## src/rtl/core/hmq_pkg.sv

```systemverilog
package hmq_pkg;

  // Result status codes, carried on m_tuser
  typedef enum logic [1:0] {
    ST_INSERTED  = 2'd0,
    ST_EXTRACTED = 2'd1,
    ST_EMPTY     = 2'd2,
    ST_FULL      = 2'd3
  } status_t;

  // Operation codes, carried on s_tuser
  localparam logic CMD_INSERT  = 1'b0;
  localparam logic CMD_EXTRACT = 1'b1;

endpackage

```

## src/rtl/core/hmq_engine.sv

```systemverilog
// Sift sequencer. Uses the hole method: the moving entry stays in a register
// and each level writes back one entry: a displaced one, or finally itself.
module hmq_engine import hmq_pkg::*; #(
  parameter int CAPACITY = 512,
  parameter int KEY_BITS = 30,
  parameter int TAG_BITS = 12,
  localparam int AW      = $clog2(CAPACITY),
  localparam int CW      = $clog2(CAPACITY + 1),
  localparam int EW      = KEY_BITS + TAG_BITS
) (
  input  logic                clk,
  input  logic                rst,
  // item in
  input  logic                in_valid,
  output logic                in_ready,
  input  logic                in_cmd,
  input  logic [KEY_BITS-1:0] in_key,
  input  logic [TAG_BITS-1:0] in_tag,
  // result out
  output logic                res_valid,
  input  logic                res_ready,
  output status_t             res_status,
  output logic [KEY_BITS-1:0] res_key,
  output logic [TAG_BITS-1:0] res_tag,
  output logic [CW-1:0]       res_count,
  // entry store
  output logic                ram_we,
  output logic [AW-1:0]       ram_waddr,
  output logic [EW-1:0]       ram_wdata,
  output logic [AW-1:0]       ram_raddr_a,
  output logic [AW-1:0]       ram_raddr_b,
  input  logic [EW-1:0]       ram_rdata_a,
  input  logic [EW-1:0]       ram_rdata_b
);

  localparam int LW = AW + 2;

  typedef enum logic [2:0] {
    IDLE, UP_RD, UP_CMP, EX_RD, EX_LOAD, DN_RD, DN_CMP, DONE
  } state_t;

  state_t              state;
  logic [CW-1:0]       count;
  logic [AW-1:0]       pos;
  logic [KEY_BITS-1:0] mov_key;
  logic [TAG_BITS-1:0] mov_tag;

  logic [AW-1:0]       parent;
  logic [LW-1:0]       left_w;
  logic [LW-1:0]       right_w;
  logic [LW-1:0]       count_w;
  logic                left_ok;
  logic                right_ok;
  logic [KEY_BITS-1:0] a_key;
  logic [KEY_BITS-1:0] b_key;
  logic                pick_right;
  logic [EW-1:0]       child_data;
  logic [KEY_BITS-1:0] child_key;
  logic [AW-1:0]       child_addr;
  logic                up_less;
  logic                dn_move;

  assign parent     = (pos - AW'(1)) >> 1;
  assign left_w     = {1'b0, pos, 1'b1};
  assign right_w    = left_w + LW'(1);
  assign count_w    = LW'(count);
  assign left_ok    = left_w < count_w;
  assign right_ok   = right_w < count_w;
  assign a_key      = ram_rdata_a[KEY_BITS-1:0];
  assign b_key      = ram_rdata_b[KEY_BITS-1:0];
  // smaller child, left on a tie
  assign pick_right = right_ok && (b_key < a_key);
  assign child_data = pick_right ? ram_rdata_b : ram_rdata_a;
  assign child_key  = child_data[KEY_BITS-1:0];
  assign child_addr = pick_right ? right_w[AW-1:0] : left_w[AW-1:0];
  assign up_less    = mov_key < a_key;
  assign dn_move    = child_key < mov_key;

  assign in_ready  = (state == IDLE);
  assign res_valid = (state == DONE);

  // store access
  always_comb begin
    ram_we      = 1'b0;
    ram_waddr   = pos;
    ram_wdata   = {mov_tag, mov_key};
    ram_raddr_a = '0;
    ram_raddr_b = '0;
    unique case (state)
      UP_RD: begin
        ram_raddr_a = parent;
        ram_we      = (pos == '0);
      end
      UP_CMP: begin
        ram_we = 1'b1;
        if (up_less) begin
          ram_wdata = ram_rdata_a;
        end
      end
      EX_RD: begin
        ram_raddr_b = count[AW-1:0];
      end
      DN_RD: begin
        ram_raddr_a = left_w[AW-1:0];
        ram_raddr_b = right_w[AW-1:0];
        ram_we      = !left_ok;
      end
      DN_CMP: begin
        ram_we = 1'b1;
        if (dn_move) begin
          ram_wdata = child_data;
        end
      end
      default: begin
      end
    endcase
  end

  always_ff @(posedge clk) begin
    if (rst) begin
      state <= IDLE;
      count <= '0;
    end else begin
      unique case (state)
        IDLE: begin
          if (in_valid) begin
            res_key <= '0;
            res_tag <= '0;
            if (in_cmd == CMD_INSERT) begin
              if (count == CW'(CAPACITY)) begin
                res_status <= ST_FULL;
                res_count  <= count;
                state      <= DONE;
              end else begin
                mov_key    <= in_key;
                mov_tag    <= in_tag;
                pos        <= count[AW-1:0];
                count      <= count + CW'(1);
                res_status <= ST_INSERTED;
                res_count  <= count + CW'(1);
                state      <= UP_RD;
              end
            end else begin
              if (count == '0) begin
                res_status <= ST_EMPTY;
                res_count  <= '0;
                state      <= DONE;
              end else begin
                count      <= count - CW'(1);
                res_status <= ST_EXTRACTED;
                res_count  <= count - CW'(1);
                state      <= EX_RD;
              end
            end
          end
        end
        UP_RD: begin
          state <= (pos == '0) ? DONE : UP_CMP;
        end
        UP_CMP: begin
          if (up_less) begin
            pos   <= parent;
            state <= UP_RD;
          end else begin
            state <= DONE;
          end
        end
        EX_RD: begin
          state <= EX_LOAD;
        end
        EX_LOAD: begin
          res_key <= a_key;
          res_tag <= ram_rdata_a[EW-1:KEY_BITS];
          mov_key <= b_key;
          mov_tag <= ram_rdata_b[EW-1:KEY_BITS];
          pos     <= '0;
          state   <= (count == '0) ? DONE : DN_RD;
        end
        DN_RD: begin
          state <= left_ok ? DN_CMP : DONE;
        end
        DN_CMP: begin
          if (dn_move) begin
            pos   <= child_addr;
            state <= DN_RD;
          end else begin
            state <= DONE;
          end
        end
        DONE: begin
          if (res_ready) begin
            state <= IDLE;
          end
        end
        default: begin
          state <= IDLE;
        end
      endcase
    end
  end

endmodule

```

## config.mk

```make
export PLATFORM = sky130hd
export DESIGN_NAME = hmq_engine
export DESIGN_NICKNAME = d
export VERILOG_FILES = /design/src/rtl/core/hmq_pkg.sv /design/src/rtl/core/hmq_engine.sv
export SDC_FILE = /design/constraint.sdc
export NUM_CORES = 1
export LEC_CHECK = 0
export BUFFER_PORTS_ARGS = -buffer_cell sky130_fd_sc_hd__buf_2
export CAP_MARGIN = 20
export CELL_PAD_IN_SITES_DETAIL_PLACEMENT = 0
export CELL_PAD_IN_SITES_GLOBAL_PLACEMENT = 1
export CORE_MARGIN = 4
export CORE_UTILIZATION = 40
export DETAILED_ROUTE_END_ITERATION = 12
export PLACE_DENSITY_LB_ADDON = 0.12
export SLEW_MARGIN = 25
export SYNTH_ARGS = -nofsm -noshare
export SYNTH_HDL_FRONTEND = slang
export SYNTH_SLANG_ARGS = --single-unit
```

## constraint.sdc

```tcl
create_clock -name clk -period 7.04 [get_ports clk]
set_input_delay 0.704 -clock clk [delete_from_list [all_inputs] [get_ports clk]]
set_output_delay 0.704 -clock clk [all_outputs]
set_load 0.01 [all_outputs]
```

==> results.py, run 1 <==
metrics = {
    "setup_path": {
        "crit_arrival_ps": 5990,
        "path_class": "flip-flop to output pin",
        "r2r_end": "ram_waddr[5]",
        "rr_startpoint": "ram_waddr[1]",
        "critPathSlowestCell": "edfxtp_1",
        "critPathRequiredTime_ps": 6340,
        "rrSetupSlack_ps": 1240,
        "max_stage_delay_ps": 350,
        "reg2reg_depth": 24,
        "cp-end-kind": "output pin",
        "crit_path_max_fanout": 12,
        "critPathBufInv": 5,
        "cp_num_cells": 26,
        "cp-start-kind": "flip-flop",
        "critical-path-top-delay-family": "compound AO/OA/AOI/OAI gates",
    },
    "synth": {
        "synth_top_area_cell": "edfxtp_1",
        "synth-warning-count": 0,
        "synthCells": 1094,
        "synth_edf_count": 105,
        "synth_nets": 1339,
        "ys_top_cells_by_count": "nand2_1, ha_1, inv_1",
        "synth_top_area_share_pct": 33.09,
        "ys_ff_latch": 118,
        "synth_area_sq_mm": 0.009528,
        "synth_area_leaders": "edfxtp_1, ha_1, nand2_1, inv_1, mux2i_1",
        "synth_cell_types": 69,
        "synth.most_common_cell": "nand2_1",
        "synthArstFlopShare_pct": 0,
        "ys_seq_area_share_pct": 35.82,
        "ys.flop_type": "edfxtp_1",
        "syn_area_per_cell_sq_um": 8.709,
    },
    "drt": {
        "wl_um": 31830,
        "drcViolationCount": 0,
        "ant_nets": 0,
        "vias": 8918,
        "wl_per_cell_um": 18.92,
        "vias_per_cell": 5.302,
        "dr.first_iter.drc_count": 610,
        "firstDrtPassIters": 5,
    },
    "sta": {
        "layout_setup_ws_ps": 342.4,
        "maxSlewViolCount": 0,
        "layout_min_cycle_time_ps": 6698,
        "fmax_ghz": 0.1493,
        "worst_pin_slew_ps": 927.6,
        "finalHoldViolCount": 0,
        "fin_skew_ps": 9.029,
        "finalCritPeriodShare_pct": 95.14,
        "holdWs_ps": 545.0,
        "relSlewSlack_pct": 37.93,
        "setup_violations": 0,
        "fin_setup_tns_ps": 0,
    },
    "clock_tree": {
        "root_buffer": "clkbuf_16",
        "cts.htree.levels": 4,
        "cts_hold_buf": 0,
        "cts_buffers": 17,
        "tritoncts": "yes",
        "clock_latency_ps": 420,
        "cts.clk_slew.worst_paths_ps": 70,
        "clock_path_buffers": 2,
        "clock_sinks": 118,
    },
    "min_path": {
        "hold_path.class": "input pin to flip-flop",
        "min_path_cells": 3,
        "min_to": "mov_key[23]",
        "min_from": "in_key[23]",
    },
    "floorplanning": {
        "io_pins": 257,
        "die_y_um": 162.3,
        "die_area_sq_mm": 0.02635,
        "start_util_pct": 40.59,
        "core-area_sq_mm": 0.02347,
        "num_rows": 56,
        "die_w_um": 162.3,
    },
    "power": {
        "leakagePower_nw": 5.578,
        "max-vdd-ir-drop_uv": 144.2,
        "power_density_mw_per_mm2": 352.2,
    },
    "global_route": {
        "antenna_found_initial": 3,
        "grt.overflow.total": 0,
        "grt_pass1_vias": 8831,
        "track_usage_pct": 23.63,
        "grt_pass1_wl_um": 49090,
        "grt_max_degree": 73,
    },
    "cells_and_area": {
        "synthToLayoutAreaGrowth_pct": 25.54,
        "drive_above_1_share_pct": 26.08,
        "postLayoutCellArea_sq_mm": 0.01196,
        "num-nets-final": 1593,
        "utilization_pct": 50.96,
    },
    "placed_design": {
        "hpwl_um": 24430,
        "placed_area_sq_mm": 0.01118,
        "dpl_worst_slack_ps": 65.22,
        "port_buffers": 256,
        "gp_congestion": 0.8878,
    },
    "run": {
        "cap_violations": 0,
    },
    "run_status": {
        "status": "finished clean",
    },
}
power breakdown:
group	leakage (nW)	total, mW	switching [mW]	internal, mW
registers	1.09	1.09	0.0977	0.990
logic	4.21	2.26	1.40	0.865
clock network	0.283	0.862	0.390	0.473
total	5.58	4.21	1.88	2.33
how the worst max path moves through the flow:
stage                 startpoint       endpoint  slack [ps]
finish              ram_waddr[1]  ram_wdata[41]         340
global route        ram_waddr[1]  ram_wdata[29]         -30
CTS                 ram_waddr[1]  ram_wdata[26]           1
detailed placement  ram_waddr[1]  ram_wdata[26]          70
global placement    ram_waddr[0]  ram_wdata[29]         160
floorplan           ram_waddr[1]   ram_waddr[0]         810
cell families after synthesis:
logic type | after synthesis | synth area share, %
mux | 32 | 3.375
buf+inv | 168 | 6.947
fa+ha+maj | 114 | 14.97
flops | 118 | 35.82
xor+xnor | 30 | 2.758
compound gates | 219 | 16.48
simple gates | 413 | 19.65
layer usage:
layer / wire [um] / track usage, %
met4: 529 / 6.036
met3: 1814 / 4.809
met2: 15400 / 39.96
met5: 18 / 0
met1: 14060 / 31.07
through the flow:
step	instances	power [mW]
floorplan	1094	2.543
global placement	1639	3.285
detailed placement	1639	3.295
CTS	1671	4.195
global route	1681	4.538
finish	1682	4.213
worst register-to-register path: stages, from the launching register on:
cell       delay [ps]
edfxtp_1          350
ha_1              220
nand3_1           170
nor2_2            190
nand3_1           110
xnor2_1           140
ha_1              330
a211oi_1          270
nand3_1           140
a221oi_2          250
o2111ai_4         190
nor2_4            160
buf_6             200
buf_6             200
mux2i_2           250
inv_1              70
ha_1              320
a2111oi_2         350
o21ai_0           130
a31oi_1           310
o21ai_4           180
a21oi_4           240
o21ai_0           180
nor4_1            300
buf_4             240
state kept, by name (all words and copies together), names as in the netlist:
name        cells
res_key        30
mov_key        30
state           3
count          10
res_count      10
res_tag        12
res_status      2
mov_tag        12
ram_waddr       9
area by class of cell:
class | instances | area [sq um]
sequential | 118 | 3413
multi-input combinational | 808 | 5580
timing repair buffer | 290 | 1559
clock buffer | 17 | 425.4
inverter | 113 | 424.2
antenna | 2 | 5.005
fill | 2361 | 11510
clock inverter | 15 | 155.1
tap | 319 | 399.1
layout by cell type, fill, tap and decap left out, types with 4 or more instances in the layout:
master and count:
o22ai_1 5, nor4_1 6, nor2b_1 9, o21ai_0 34, nor2_1 78, nand3_1 14
or3_1 6, xnor2_1 20, o211ai_1 6, buf_6 4, mux2i_1 30, o221ai_1 32
a311oi_1 4, xor2_1 10, and2_1 15, inv_8 4, buf_2 256, nand2b_1 5
inv_6 5, ha_1 114, edfxtp_1 105, inv_1 112, a21o_1 7, a21oi_1 56
nand2_1 211, a221oi_1 5, a211oi_1 10, nand4_1 13, dfxtp_1 13, a32o_1 6
and3_1 19, clkbuf_16 17, a31oi_1 5, buf_4 29, o21a_1 6, a221o_1 10
nor3_1 13
what timing repair did:
item / 4_1_cts / 5_1_grt
gates resized for setup: 13 / 15
hold endpoints to repair: 0 / 0
endpoints found under the setup margin: 42 / 42
cloned: 0 / 0
buffers inserted: 0 / 9
pin swaps: 2 / 4
Power figures use the tool's default switching activity.
==> run 2: changes to the inputs <==
--- a/config.mk
+++ b/config.mk
@@ -10,9 +10,10 @@
 export CELL_PAD_IN_SITES_DETAIL_PLACEMENT = 0
 export CELL_PAD_IN_SITES_GLOBAL_PLACEMENT = 1
 export CORE_MARGIN = 4
-export CORE_UTILIZATION = 40
+export CORE_UTILIZATION = 43
 export DETAILED_ROUTE_END_ITERATION = 12
 export PLACE_DENSITY_LB_ADDON = 0.12
+export RECOVER_POWER = 50
 export SLEW_MARGIN = 25
 export SYNTH_ARGS = -nofsm -noshare
 export SYNTH_HDL_FRONTEND = slang
==> constraint.sdc (replaced) <==
create_clock -name clk -period 8.2 [get_ports clk]
set_input_delay 0.82 -clock clk [delete_from_list [all_inputs] [get_ports clk]]
set_output_delay 0.82 -clock clk [all_outputs]
set_load 0.01 [all_outputs]
==> run 2 against run 1 <==
The run now ends with max-capacitance violations, max-slew violations left; total power fell by 16%; first-iteration DRC count is 7.2% lower; combinational power fell by 20%; clock-buffer cell count unchanged; via count rose by 0.10%; die area is 6.6% lower; core utilization rose by 1.9 points; non-clock buffer count down 22; wire length shrank 1.8%; register-to-register slack better by 590 ps; largest cell class unchanged; highest routed layer unchanged.
==> results.py, run 2 (same netlist as run 1, synthesis figures left out) <==
metrics = {
    "run_status": {
        "status": "complete, but fails checks",
        "violations": "max-capacitance violations, max-slew violations",
    },
    "clock_tree": {
        "cts.htree.levels": 4,
        "clock_latency_ps": 420,
        "clock_sinks": 118,
        "cts.clk_slew.worst_paths_ps": 70,
        "cts_buffers": 17,
        "cts_hold_buf": 0,
        "post_cts_resized": 0,
        "clock_path_buffers": 2,
        "tritoncts": "yes",
        "root_buffer": "clkbuf_16",
        "postCtsSetupBuffers": 0,
    },
    "global_route": {
        "grt_max_degree": 73,
        "track_usage_pct": 24.98,
        "grt_pass1_vias": 8768,
        "grtUsageMet1_pct": 32.84,
        "globalRouteMet3Util_pct": 5.227,
        "grt.overflow.total": 0,
        "grtUsageMet2_pct": 42.01,
        "antenna_found_initial": 5,
        "grt_pass1_wl_um": 48190,
        "grt-busiest-layer": "met2",
    },
    "setup_path": {
        "cp-end-kind": "output pin",
        "reg2reg_depth": 23,
        "max_stage_delay_ps": 550,
        "critPathRequiredTime_ps": 7380,
        "path_cells": "ha_1 -> nand3_1 -> nor2_1 -> nand3_1 -> xnor2_1 -> ha_1 -> a211oi_1 -> nand3_1 -> a221oi_2 -> o2111ai_4 -> nor2_4 -> buf_4 -> mux2i_1 -> inv_1 -> ha_1 -> a21oi_1 -> o21ai_0 -> a211oi_1 -> nand3b_1 -> nor3_1 -> a21oi_1 -> o21bai_2 -> a221o_1 -> buf_2",
        "crit_arrival_ps": 6690,
        "critPathSlowestCell": "edfxtp_1",
        "crit_path_max_fanout": 13,
        "path_class": "flip-flop to output pin",
        "cp-start-kind": "flip-flop",
    },
    "drt": {
        "drcViolationCount": 0,
        "dr.first_iter.drc_count": 566,
        "ant_nets": 0,
        "wl_um": 31260,
        "vias_per_cell": 5.507,
        "wl_per_cell_um": 19.29,
        "vias": 8927,
        "firstDrtPassIters": 5,
    },
    "sta": {
        "setup_violations": 0,
        "layout_min_cycle_time_ps": 7507,
        "relSlewSlack_pct": -132.0,
        "finalHoldViolCount": 0,
        "fin_skew_ps": 11.30,
        "rsz0062_at_grt": "no",
        "maxSlewViolCount": 162,
        "finalCritPeriodShare_pct": 91.54,
        "worst_pin_slew_ps": 3480,
        "fmax_ghz": 0.1332,
        "fin_setup_tns_ps": 0,
    },
    "cells_and_area": {
        "drive_above_1_share_pct": 18.89,
        "most-common-layout-cells": "nand2_1, buf_2, ha_1",
        "n_fill_cell": 2191,
        "num-nets-final": 1571,
        "layout_commonest_cell": "nand2_1",
        "top_regs": "mov_key: 30 flops, res_key: 30 flops",
        "synthToLayoutAreaGrowth_pct": 21.13,
    },
    "min_path": {
        "hold_path.class": "flip-flop to flip-flop",
        "min_path_cells": 2,
    },
    "floorplanning": {
        "num_rows": 54,
        "io_pins": 257,
        "die_w_um": 156.9,
        "die_area_sq_mm": 0.02460,
        "die_y_um": 156.9,
        "core-area_sq_mm": 0.02182,
        "start_util_pct": 43.66,
    },
    "placed_design": {
        "hpwl_um": 23420,
        "port_buffers": 256,
        "gp_congestion": 0.9112,
    },
    "power": {
        "leakagePower_nw": 5.247,
        "power_density_mw_per_mm2": 306.0,
        "max-vdd-ir-drop_uv": 145.4,
        "p_total_mw": 3.532,
    },
    "run": {
        "cap_violations": 3,
    },
}
[run 2: changes by cell type in the layout (fill, tap and decap cells not counted), moves of 4 or more]
cell / delta
clkbuf_1: +67
buf_2: -63
buf_6: -4
buf_4: -22
[run 2: worst max-delay path: cells and delay by family, from the launching register on]
family	cells	cell delay [ps]
xor+xnor	1	170
compound gates	9	2520
fa+ha+maj	3	930
mux	1	270
buf+inv	3	500
simple gates	7	1320
flops	1	550
[run 2: cell type report]
class                           count  area, sq um  share of cell area, %
Tap cell                          280        350.3                  3.036
Antenna cell                        2        5.005                0.04337
Clock buffer                       17        425.4                  3.686
Timing Repair Buffer              268         1290                  11.18
Sequential cell                   118         3413                  29.57
Clock inverter                     15        153.9                  1.333
Multi-Input combinational cell    808         5479                  47.47
Inverter                          113        424.2                  3.675
[run 2: final timing paths]
path | endpoint | slack [ps] | start
hold / removal | count[3] | 540 | count[3]
setup reg to reg | ram_waddr[7] | 1830 | ram_waddr[1]
setup / recovery | ram_wdata[38] | 690 | ram_waddr[1]
hold reg to reg | count[3] | 540 | count[3]
[run 2: power breakdown]
group	leakage, nW	switching, mW	internal [mW]
clock network	0.279	0.337	0.406
registers	1.09	0.124	0.854
logic	3.88	1.13	0.680
[run 2: stage by stage]
step	util (%)	hold WS [ps]	cell area (sq um)	cells	setup WS, ps
after floorplan	-	484.0	9528	1094	1930
after CTS	53.28	541.7	11630	1619	380.2
after global routing	52.88	573.6	11540	1621	132.2
after global placement	50.62	523.2	11050	1587	843.0
final	52.88	539.9	11540	1621	693.4
after detailed placement	50.62	529.0	11050	1587	840.9
[run 2: per-layer routing]
layer  vias up  share of wire [%]
met5         -               0.11
met4         6                1.8
met3        46                6.9
met2       328                 48
met1      4152                 43
li1       4395                  -
